===== config.mk =====
export PLATFORM = sky130hd
export DESIGN_NAME = length_prefixed_frame_deframer
export DESIGN_NICKNAME = d
export VERILOG_FILES = /design/src/lpfd_pkg.sv /design/src/lpfd_parser.sv /design/src/lpfd_skid.sv /design/src/length_prefixed_frame_deframer.sv
export SDC_FILE = /design/constraint.sdc
export NUM_CORES = 1
export LEC_CHECK = 0
export BUFFER_PORTS_ARGS = -buffer_cell sky130_fd_sc_hd__buf_2
export CAP_MARGIN = 15
export CORE_MARGIN = 4
export CORE_UTILIZATION = 56
export CTS_BUF_LIST = sky130_fd_sc_hd__clkbuf_8
export DETAILED_ROUTE_END_ITERATION = 7
export HOLD_SLACK_MARGIN = 0.15
export PLACE_DENSITY = 0.89
export SYNTH_ARGS = -nofsm -noshare
export SYNTH_HDL_FRONTEND = slang
export SYNTH_SLANG_ARGS = --single-unit

===== constraint.sdc =====
create_clock -name clk -period 2.8 [get_ports clk]
set_clock_uncertainty 0.05 [all_clocks]
set_input_delay 0.28 -clock clk [delete_from_list [all_inputs] [get_ports clk]]
set_output_delay 0.28 -clock clk [all_outputs]
set_load 0.005 [all_outputs]

===== src/lpfd_pkg.sv =====
package lpfd_pkg;

  localparam int unsigned MAX_FRAME_LEN_DEF = 1024;

  localparam int unsigned BYTE_W   = 8;
  localparam int unsigned STATUS_W = 3;
  localparam int unsigned INDEX_W  = 10;
  localparam int unsigned CFG_IDX_W = 2;

  // Configuration register indexes.
  localparam logic [CFG_IDX_W-1:0] REG_START_MARKER = 2'd0;
  localparam logic [CFG_IDX_W-1:0] REG_END_MARKER   = 2'd1;
  localparam logic [CFG_IDX_W-1:0] REG_ADC_TYPE     = 2'd2;

  localparam logic [BYTE_W-1:0] START_MARKER_RST = 8'hF7;
  localparam logic [BYTE_W-1:0] END_MARKER_RST   = 8'hFE;
  localparam logic [BYTE_W-1:0] ADC_TYPE_RST     = 8'hB3;

  // Reported status codes.
  localparam logic [STATUS_W-1:0] ST_WAIT     = 3'd0;
  localparam logic [STATUS_W-1:0] ST_LENGTH   = 3'd1;
  localparam logic [STATUS_W-1:0] ST_IN_FRAME = 3'd2;
  localparam logic [STATUS_W-1:0] ST_COMPLETE = 3'd3;
  localparam logic [STATUS_W-1:0] ST_ERROR    = 3'd4;

  typedef enum logic [2:0] {
    PH_WAIT,
    PH_LEN_HI,
    PH_LEN_LO,
    PH_DATA,
    PH_DONE,
    PH_ERROR
  } phase_t;

  typedef struct packed {
    logic [STATUS_W-1:0] status;
    logic                payload_valid;
    logic [BYTE_W-1:0]   payload_byte;
    logic [INDEX_W-1:0]  payload_index;
    logic                frame_end;
    logic                adc_payload;
  } res_t;

  typedef struct packed {
    logic [BYTE_W-1:0] start_marker;
    logic [BYTE_W-1:0] end_marker;
    logic [BYTE_W-1:0] adc_type_code;
  } cfg_t;

  function automatic logic [STATUS_W-1:0] status_of(input phase_t ph);
    logic [STATUS_W-1:0] st;
    unique case (ph)
      PH_WAIT:              st = ST_WAIT;
      PH_LEN_HI, PH_LEN_LO: st = ST_LENGTH;
      PH_DATA:              st = ST_IN_FRAME;
      PH_DONE:              st = ST_COMPLETE;
      default:              st = ST_ERROR;
    endcase
    return st;
  endfunction

endpackage


===== src/lpfd_parser.sv =====
module lpfd_parser
  import lpfd_pkg::*;
#(
  parameter int unsigned MAX_FRAME_LEN = MAX_FRAME_LEN_DEF
) (
  input  logic              clk,
  input  logic              rst_n,
  input  logic              acc,
  input  logic              action,
  input  logic [BYTE_W-1:0] byte_in,
  input  cfg_t              cfg,
  output res_t              res
);

  localparam int unsigned CNT_W = $clog2(MAX_FRAME_LEN + 1);

  phase_t            phase_r, phase_nxt;
  logic [BYTE_W-1:0] len_hi_r, len_hi_nxt;
  logic [CNT_W-1:0]  len_r, len_nxt;
  logic [CNT_W-1:0]  cnt_r, cnt_nxt;
  logic [BYTE_W-1:0] ftype_r, ftype_nxt;

  logic [15:0]      len_full;
  logic             len_ok;
  logic [CNT_W-1:0] cnt_inc;
  logic             last_byte;
  logic             in_adc_span;

  assign len_full  = {len_hi_r, byte_in};
  assign len_ok    = (len_full != 16'd0) && (len_full <= 16'(MAX_FRAME_LEN));
  assign cnt_inc   = cnt_r + 1'b1;
  assign last_byte = (cnt_inc == len_r);
  // Bytes 1 through len-4 of an ADC-type frame carry samples.
  assign in_adc_span = (ftype_r == cfg.adc_type_code) && (cnt_r != '0) &&
                       ((CNT_W+1)'(cnt_r) + (CNT_W+1)'(4) <= (CNT_W+1)'(len_r));

  // Next state.
  always_comb begin
    phase_nxt  = phase_r;
    len_hi_nxt = len_hi_r;
    len_nxt    = len_r;
    cnt_nxt    = cnt_r;
    ftype_nxt  = ftype_r;
    if (action) begin
      phase_nxt  = PH_WAIT;
      len_hi_nxt = '0;
      len_nxt    = '0;
      cnt_nxt    = '0;
      ftype_nxt  = '0;
    end else begin
      unique case (phase_r)
        PH_WAIT: begin
          if (byte_in == cfg.start_marker) phase_nxt = PH_LEN_HI;
        end
        PH_LEN_HI: begin
          len_hi_nxt = byte_in;
          phase_nxt  = PH_LEN_LO;
        end
        PH_LEN_LO: begin
          // A length within range fits the counter; any other is truncated here but leads to the error phase.
          len_nxt   = CNT_W'(len_full);
          cnt_nxt   = '0;
          phase_nxt = len_ok ? PH_DATA : PH_ERROR;
        end
        PH_DATA: begin
          if (cnt_r == '0) ftype_nxt = byte_in;
          cnt_nxt = cnt_inc;
          if (last_byte) phase_nxt = (byte_in == cfg.end_marker) ? PH_DONE : PH_ERROR;
        end
        default: begin
          phase_nxt = phase_r;
        end
      endcase
    end
  end

  // Result of the item being accepted.
  always_comb begin
    res        = '0;
    res.status = status_of(phase_nxt);
    if (!action && phase_r == PH_DATA) begin
      res.payload_valid = 1'b1;
      res.payload_byte  = byte_in;
      res.payload_index = INDEX_W'(cnt_r);
      res.frame_end     = last_byte;
      res.adc_payload   = in_adc_span;
    end
  end

  always_ff @(posedge clk) begin
    if (!rst_n) begin
      phase_r  <= PH_WAIT;
      len_hi_r <= '0;
      len_r    <= '0;
      cnt_r    <= '0;
      ftype_r  <= '0;
    end else if (acc) begin
      phase_r  <= phase_nxt;
      len_hi_r <= len_hi_nxt;
      len_r    <= len_nxt;
      cnt_r    <= cnt_nxt;
      ftype_r  <= ftype_nxt;
    end
  end

endmodule


===== src/lpfd_skid.sv =====
module lpfd_skid
  import lpfd_pkg::*;
(
  input  logic clk,
  input  logic rst_n,
  input  logic in_push,
  input  res_t in_res,
  output logic full,
  output logic out_valid,
  input  logic out_stall,
  output res_t out_res
);

  logic out_valid_r;
  logic skid_valid_r;
  res_t out_res_r;
  res_t skid_res_r;
  logic out_take;

  assign out_take  = out_valid_r && !out_stall;
  assign full      = skid_valid_r;
  assign out_valid = out_valid_r;
  assign out_res   = out_res_r;

  always_ff @(posedge clk) begin
    if (!rst_n) begin
      out_valid_r  <= 1'b0;
      skid_valid_r <= 1'b0;
    end else begin
      if (out_take) begin
        if (skid_valid_r) begin
          out_valid_r  <= 1'b1;
          skid_valid_r <= in_push;
        end else begin
          out_valid_r <= in_push;
        end
      end else if (!out_valid_r) begin
        out_valid_r <= in_push;
      end else if (in_push) begin
        skid_valid_r <= 1'b1;
      end
    end
  end

  always_ff @(posedge clk) begin
    if (out_take) begin
      if (skid_valid_r) begin
        out_res_r <= skid_res_r;
        if (in_push) skid_res_r <= in_res;
      end else if (in_push) begin
        out_res_r <= in_res;
      end
    end else if (!out_valid_r) begin
      if (in_push) out_res_r <= in_res;
    end else if (in_push) begin
      skid_res_r <= in_res;
    end
  end

endmodule


===== src/length_prefixed_frame_deframer.sv =====
// Byte-stream deframer: each accepted item is either a byte or a restart and yields exactly one
// result item. A frame is a start marker, a big-endian 16-bit length and that many frame bytes,
// the last of which must equal the end marker. Frame bytes are streamed out with their index,
// and bytes 1 through len-4 of a frame whose first byte equals the ADC type code are flagged.
// A length of zero or above MAX_FRAME_LEN ends in error. After completion or error the status
// holds until a restart item. One item is taken every cycle while in_stall is low. A two-entry
// output buffer lets input keep flowing after out_stall rises; in_stall marks its spare entry
// full. The user must write markers via cfg_* only while idle; the block does not enforce it.
module length_prefixed_frame_deframer
  import lpfd_pkg::*;
#(
  parameter int unsigned MAX_FRAME_LEN = MAX_FRAME_LEN_DEF
) (
  input  logic                 clk,
  input  logic                 rst_n,
  input  logic                 cfg_we,
  input  logic [CFG_IDX_W-1:0] cfg_index,
  input  logic [BYTE_W-1:0]    cfg_wdata,
  input  logic                 in_valid,
  output logic                 in_stall,
  input  logic                 in_action,
  input  logic [BYTE_W-1:0]    in_byte_in,
  output logic                 out_valid,
  input  logic                 out_stall,
  output logic [STATUS_W-1:0]  out_status,
  output logic                 out_payload_valid,
  output logic [BYTE_W-1:0]    out_payload_byte,
  output logic [INDEX_W-1:0]   out_payload_index,
  output logic                 out_frame_end,
  output logic                 out_adc_payload
);

  cfg_t cfg_r;
  logic in_acc;
  logic buf_full;
  res_t step_res;
  res_t out_res;

  always_ff @(posedge clk) begin
    if (!rst_n) begin
      cfg_r.start_marker  <= START_MARKER_RST;
      cfg_r.end_marker    <= END_MARKER_RST;
      cfg_r.adc_type_code <= ADC_TYPE_RST;
    end else if (cfg_we) begin
      unique case (cfg_index)
        REG_START_MARKER: cfg_r.start_marker  <= cfg_wdata;
        REG_END_MARKER:   cfg_r.end_marker    <= cfg_wdata;
        REG_ADC_TYPE:     cfg_r.adc_type_code <= cfg_wdata;
        default:          cfg_r <= cfg_r;
      endcase
    end
  end

  assign in_stall = buf_full;
  assign in_acc   = in_valid && !buf_full;

  lpfd_parser #(
    .MAX_FRAME_LEN(MAX_FRAME_LEN)
  ) u_parser (
    .clk     (clk),
    .rst_n   (rst_n),
    .acc     (in_acc),
    .action  (in_action),
    .byte_in (in_byte_in),
    .cfg     (cfg_r),
    .res     (step_res)
  );

  lpfd_skid u_skid (
    .clk       (clk),
    .rst_n     (rst_n),
    .in_push   (in_acc),
    .in_res    (step_res),
    .full      (buf_full),
    .out_valid (out_valid),
    .out_stall (out_stall),
    .out_res   (out_res)
  );

  assign out_status        = out_res.status;
  assign out_payload_valid = out_res.payload_valid;
  assign out_payload_byte  = out_res.payload_byte;
  assign out_payload_index = out_res.payload_index;
  assign out_frame_end     = out_res.frame_end;
  assign out_adc_payload   = out_res.adc_payload;

`ifndef SYNTHESIS
  // The spare entry only fills behind a waiting result.
  a_skid_behind_out: assert property (@(posedge clk) disable iff (!rst_n)
    buf_full |-> out_valid)
    else $error("output buffer spare entry holds data with no result waiting");

  // A frame byte can only leave the parser while in a frame or on its last byte.
  a_payload_status: assert property (@(posedge clk) disable iff (!rst_n)
    (out_valid && out_payload_valid) |->
      (out_status == ST_IN_FRAME || out_status == ST_COMPLETE || out_status == ST_ERROR))
    else $error("frame byte reported with a status outside a frame");

  // The last frame byte always leaves the in-frame status.
  a_end_leaves_frame: assert property (@(posedge clk) disable iff (!rst_n)
    (out_valid && out_frame_end) |->
      (out_payload_valid && (out_status == ST_COMPLETE || out_status == ST_ERROR)))
    else $error("frame end reported without completing the frame");

  // The frame type byte itself is never an ADC sample.
  a_adc_not_first: assert property (@(posedge clk) disable iff (!rst_n)
    (out_valid && out_adc_payload) |-> (out_payload_valid && out_payload_index != '0))
    else $error("ADC flag on a non-frame byte or on the frame type byte");
`endif

endmodule


==> flow_summary_export.csv <==
group,metric,value,unit
grt,use_met3,0.0628,
clocking,cts-root-buf,"clkbuf_8",
logic_synthesis,synth-edff-count,48,
logic_synthesis,ys_types,54,
timing,period_share,0.959,
cells_and_area,nets,758,
grt,grt_pass1_vias,5056,
detailed_routing,dr.pass1.iters,5,
clocking,htreeDepth,4,
cells_and_area,layout_commonest_cell,"nor2_1",
clocking,clk-insertion-delay-late,430,ps
timing,period_needed,2680,ps
critical_path,endpoint_kind,"register",
clocking,cts.sinks,115,
logic_synthesis,netlist_instances,633,
timing,fmax,373,MHz
clocking,cts_buffers,17,
detailed_routing,num_vias,5141,
clocking,cts_tree,"yes",
die,num_rows,36,
timing,setup_viol_count_final,0,
critical_path,reg2reg_depth,8,
flow_run,maxCapViolCount,0,
detailed_routing,via_per_inst,5.94,
detailed_routing,remaining_drc_errors,0,
grt,grt_max_degree,35,
cells_and_area,layout_common_cells,"nor2_1, nand2_1, dfxtp_1, buf_2, edfxtp_1",
timing,slew_violations,0,
worst_hold_path,hp-start,"rst_n",
power_and_ir_drop,p_leak,2.92,nW
logic_synthesis,synth_top_area_frac,0.250,
power_and_ir_drop,powerDensity,572,nW/um^2
critical_path,crit_slowest_cell,"or4_4",
grt,track_usage,0.262,
cells_and_area,fin_util,0.702,
power_and_ir_drop,peakVddDrop,407,uV
power_and_ir_drop,power,0.00398,W
logic_synthesis,yosysTopAreaCell,"edfxtp_1",
grt,antenna_found_initial,0,
timing,relSlewSlack,0.314,
logic_synthesis,yosysWarnings,0,
grt,overflow,0,
timing,worst_slack,116,ps
die,die_height,109,um
detailed_routing,finalWirelength,15.1,mm
critical_path,r2r-end,"u_skid.out_res[21]",
detailed_routing,drt_iter0_markers,366,
placement,finalWeightedCongestion,0.970,
grt,grt_pass1_wl,24.7,mm
logic_synthesis,async_reset_ff_frac,0,
detailed_routing,routedWlPerCell,17.4,um
logic_synthesis,synth_area_per_cell,9.11,um^2
cells_and_area,antennaDiodeCount,0,
placement,dp_slack,-80.1,ps
grt,use_met1,0.327,
grt,busiest_layer,"met2",
die,io_pins,50,
worst_hold_path,whs_path_depth,2,
timing,whs,191,ps
critical_path,crit_chain,"or4_4 -> o31a_1 -> nor4_2 -> buf_4 -> a21oi_2 -> mux2_4 -> or4_4 -> a31oi_2",
critical_path,reg2reg_slack,120,ps
die,dieArea,12000,um^2
critical_path,cp_data_required_time,3030,ps
logic_synthesis,synth.cell_area,5770,um^2
critical_path,crit_fanout,3,
die,die_width,109,um
run_status,status,"complete, no violations",
worst_hold_path,min_path_type,"in2reg",
logic_synthesis,synth_top_cells_by_area,"edfxtp_1, dfxtp_1, nor2_1, nand2_1, xnor2_1",
timing,tightest_slew,1030,ps
clocking,clock_path_buffers,2,
logic_synthesis,yosysSeqAreaShare,0.483,
worst_hold_path,holdPathEnd,"cfg_r[17]",
critical_path,critPathKind,"reg2reg",
cells_and_area,area_delta_synth_final,20.7,%
cells_and_area,nFillCells,696,
clocking,clk_pin_slew,90,ps
die,coreArea,9910,um^2
critical_path,max_stage_delay,540,ps
timing,finalHoldViolCount,0,
cells_and_area,layout-drive-gt1-share,0.199,
logic_synthesis,ys_ff_latch,115,
placement,dp_hpwl,10.4,mm
critical_path,arrival,2910,ps
critical_path,worstSetupStartpointType,"register",
placement,port_buffers,49,
die,initial_utilization,0.582,
logic_synthesis,syn_nets,672,
critical_path,r2r_start,"u_parser.len_hi_r[0]",
detailed_routing,antenna_left,0,
grt,grtUsageMet2,0.445,
critical_path,cp_common_cell,"or4_4",
logic_synthesis,ys.flop_type,"dfxtp_1",
## synthesized netlist by cell type, types with 5 or more instances
cell type,count
o22ai_1,23
nand3_1,37
nand4_1,9
xor2_1,16
nor4_1,7
dfxtp_1,67
mux2i_1,24
nor2b_1,12
a21oi_1,31
nor3_1,10
clkbuf_1,29
and2_1,5
ha_1,15
and3_1,11
o21a_1,9
inv_1,23
xnor2_1,28
nand2_1,69
edfxtp_1,48
nor2_1,95
o21ai_0,13
## metal layers
layer | up-vias | wire [um]
li1 | 2403 | -
met1 | 2440 | 6220
met2 | 242 | 7380
met3 | 56 | 1020
met4 | 0 | 471
met5 | - | 0
## power breakdown
part	switching (W)	internal, W	total (W)
Combinational	0.000221	0.000176	0.000397
Clock	0.000787	0.000907	0.00169
Sequential	0.0000542	0.00184	0.00189
Total	0.00106	0.00292	0.00398
## through the flow
step / instances / TNS (ps) / cell area [um^2]
2_1_floorplan: 633 / 0 / 5770
3_3_place_gp: 818 / -17.5 / 6340
3_5_place_dp: 818 / -80.1 / 6340
4_1_cts: 860 / 0 / 6870
5_1_grt: 865 / -40.8 / 6960
6_report: 865 / 0 / 6960
## what timing repair did
| action | in CTS | in global routing |
|---|---|---|
| resized for setup | 0 | 15 |
| setup endpoints to repair | 0 | 8 |
| hold endpoints to repair | 25 | 0 |
| buffers inserted | 0 | 4 |
| hold buffers | 10 | 0 |
## cell families after synthesis
logic type / Yosys count / share of synthesized area
fa+ha+maj: 15 / 0.0326
mux: 25 / 0.0443
xor+xnor: 44 / 0.0668
simple gates: 278 / 0.228
compound gates: 100 / 0.109
flops: 115 / 0.483
buf+inv: 56 / 0.0367
## state kept, by name (all words and copies together) (netlist names)
register,count
cfg_r,24
u_parser.cnt_r,11
u_parser.ftype_r,8
u_parser.len_hi_r,8
u_parser.len_r,11
u_parser.phase_r,3
u_skid.full,1
u_skid.out_res,24
u_skid.out_valid,1
u_skid.skid_res_r,24
## how the worst max path moves through the flow
| stage | from | endpoint | slack, ps |
|---|---|---|---|
| floorplan | u_parser.cnt_r[2] | u_skid.out_res[21] | 10 |
| CTS | u_parser.len_hi_r[0] | u_skid.out_res[21] | 5 |
| finish | u_parser.len_hi_r[0] | u_skid.out_res[21] | 120 |
| detailed placement | in_byte_in[4] | u_skid.out_res[21] | -80 |
| global placement | in_byte_in[4] | u_skid.out_res[21] | -20 |
| global route | u_parser.cnt_r[3] | u_skid.out_res[0] | -40 |
## worst max-delay path, delay by kind of cell, from the launching register on
family	cells	cell delay, ps
and+or+nand+nor	3	1190
AOI/OAI and AO/OA	3	500
DFF	1	330
muxes	1	310
buffers and inverters	1	160
## final cells by class
class                   instances  area, um^2  share of cell area
clock buffers                  17         234              0.0336
clock inverters                15         198              0.0284
inverters                      23        90.1              0.0129
multi-input cells             462        2820               0.406
flip-flops and latches        115        2790               0.400
well taps                     133         166              0.0239
repair buffers                100         663              0.0953
Note: power is estimated with default switching activity, not from simulation.
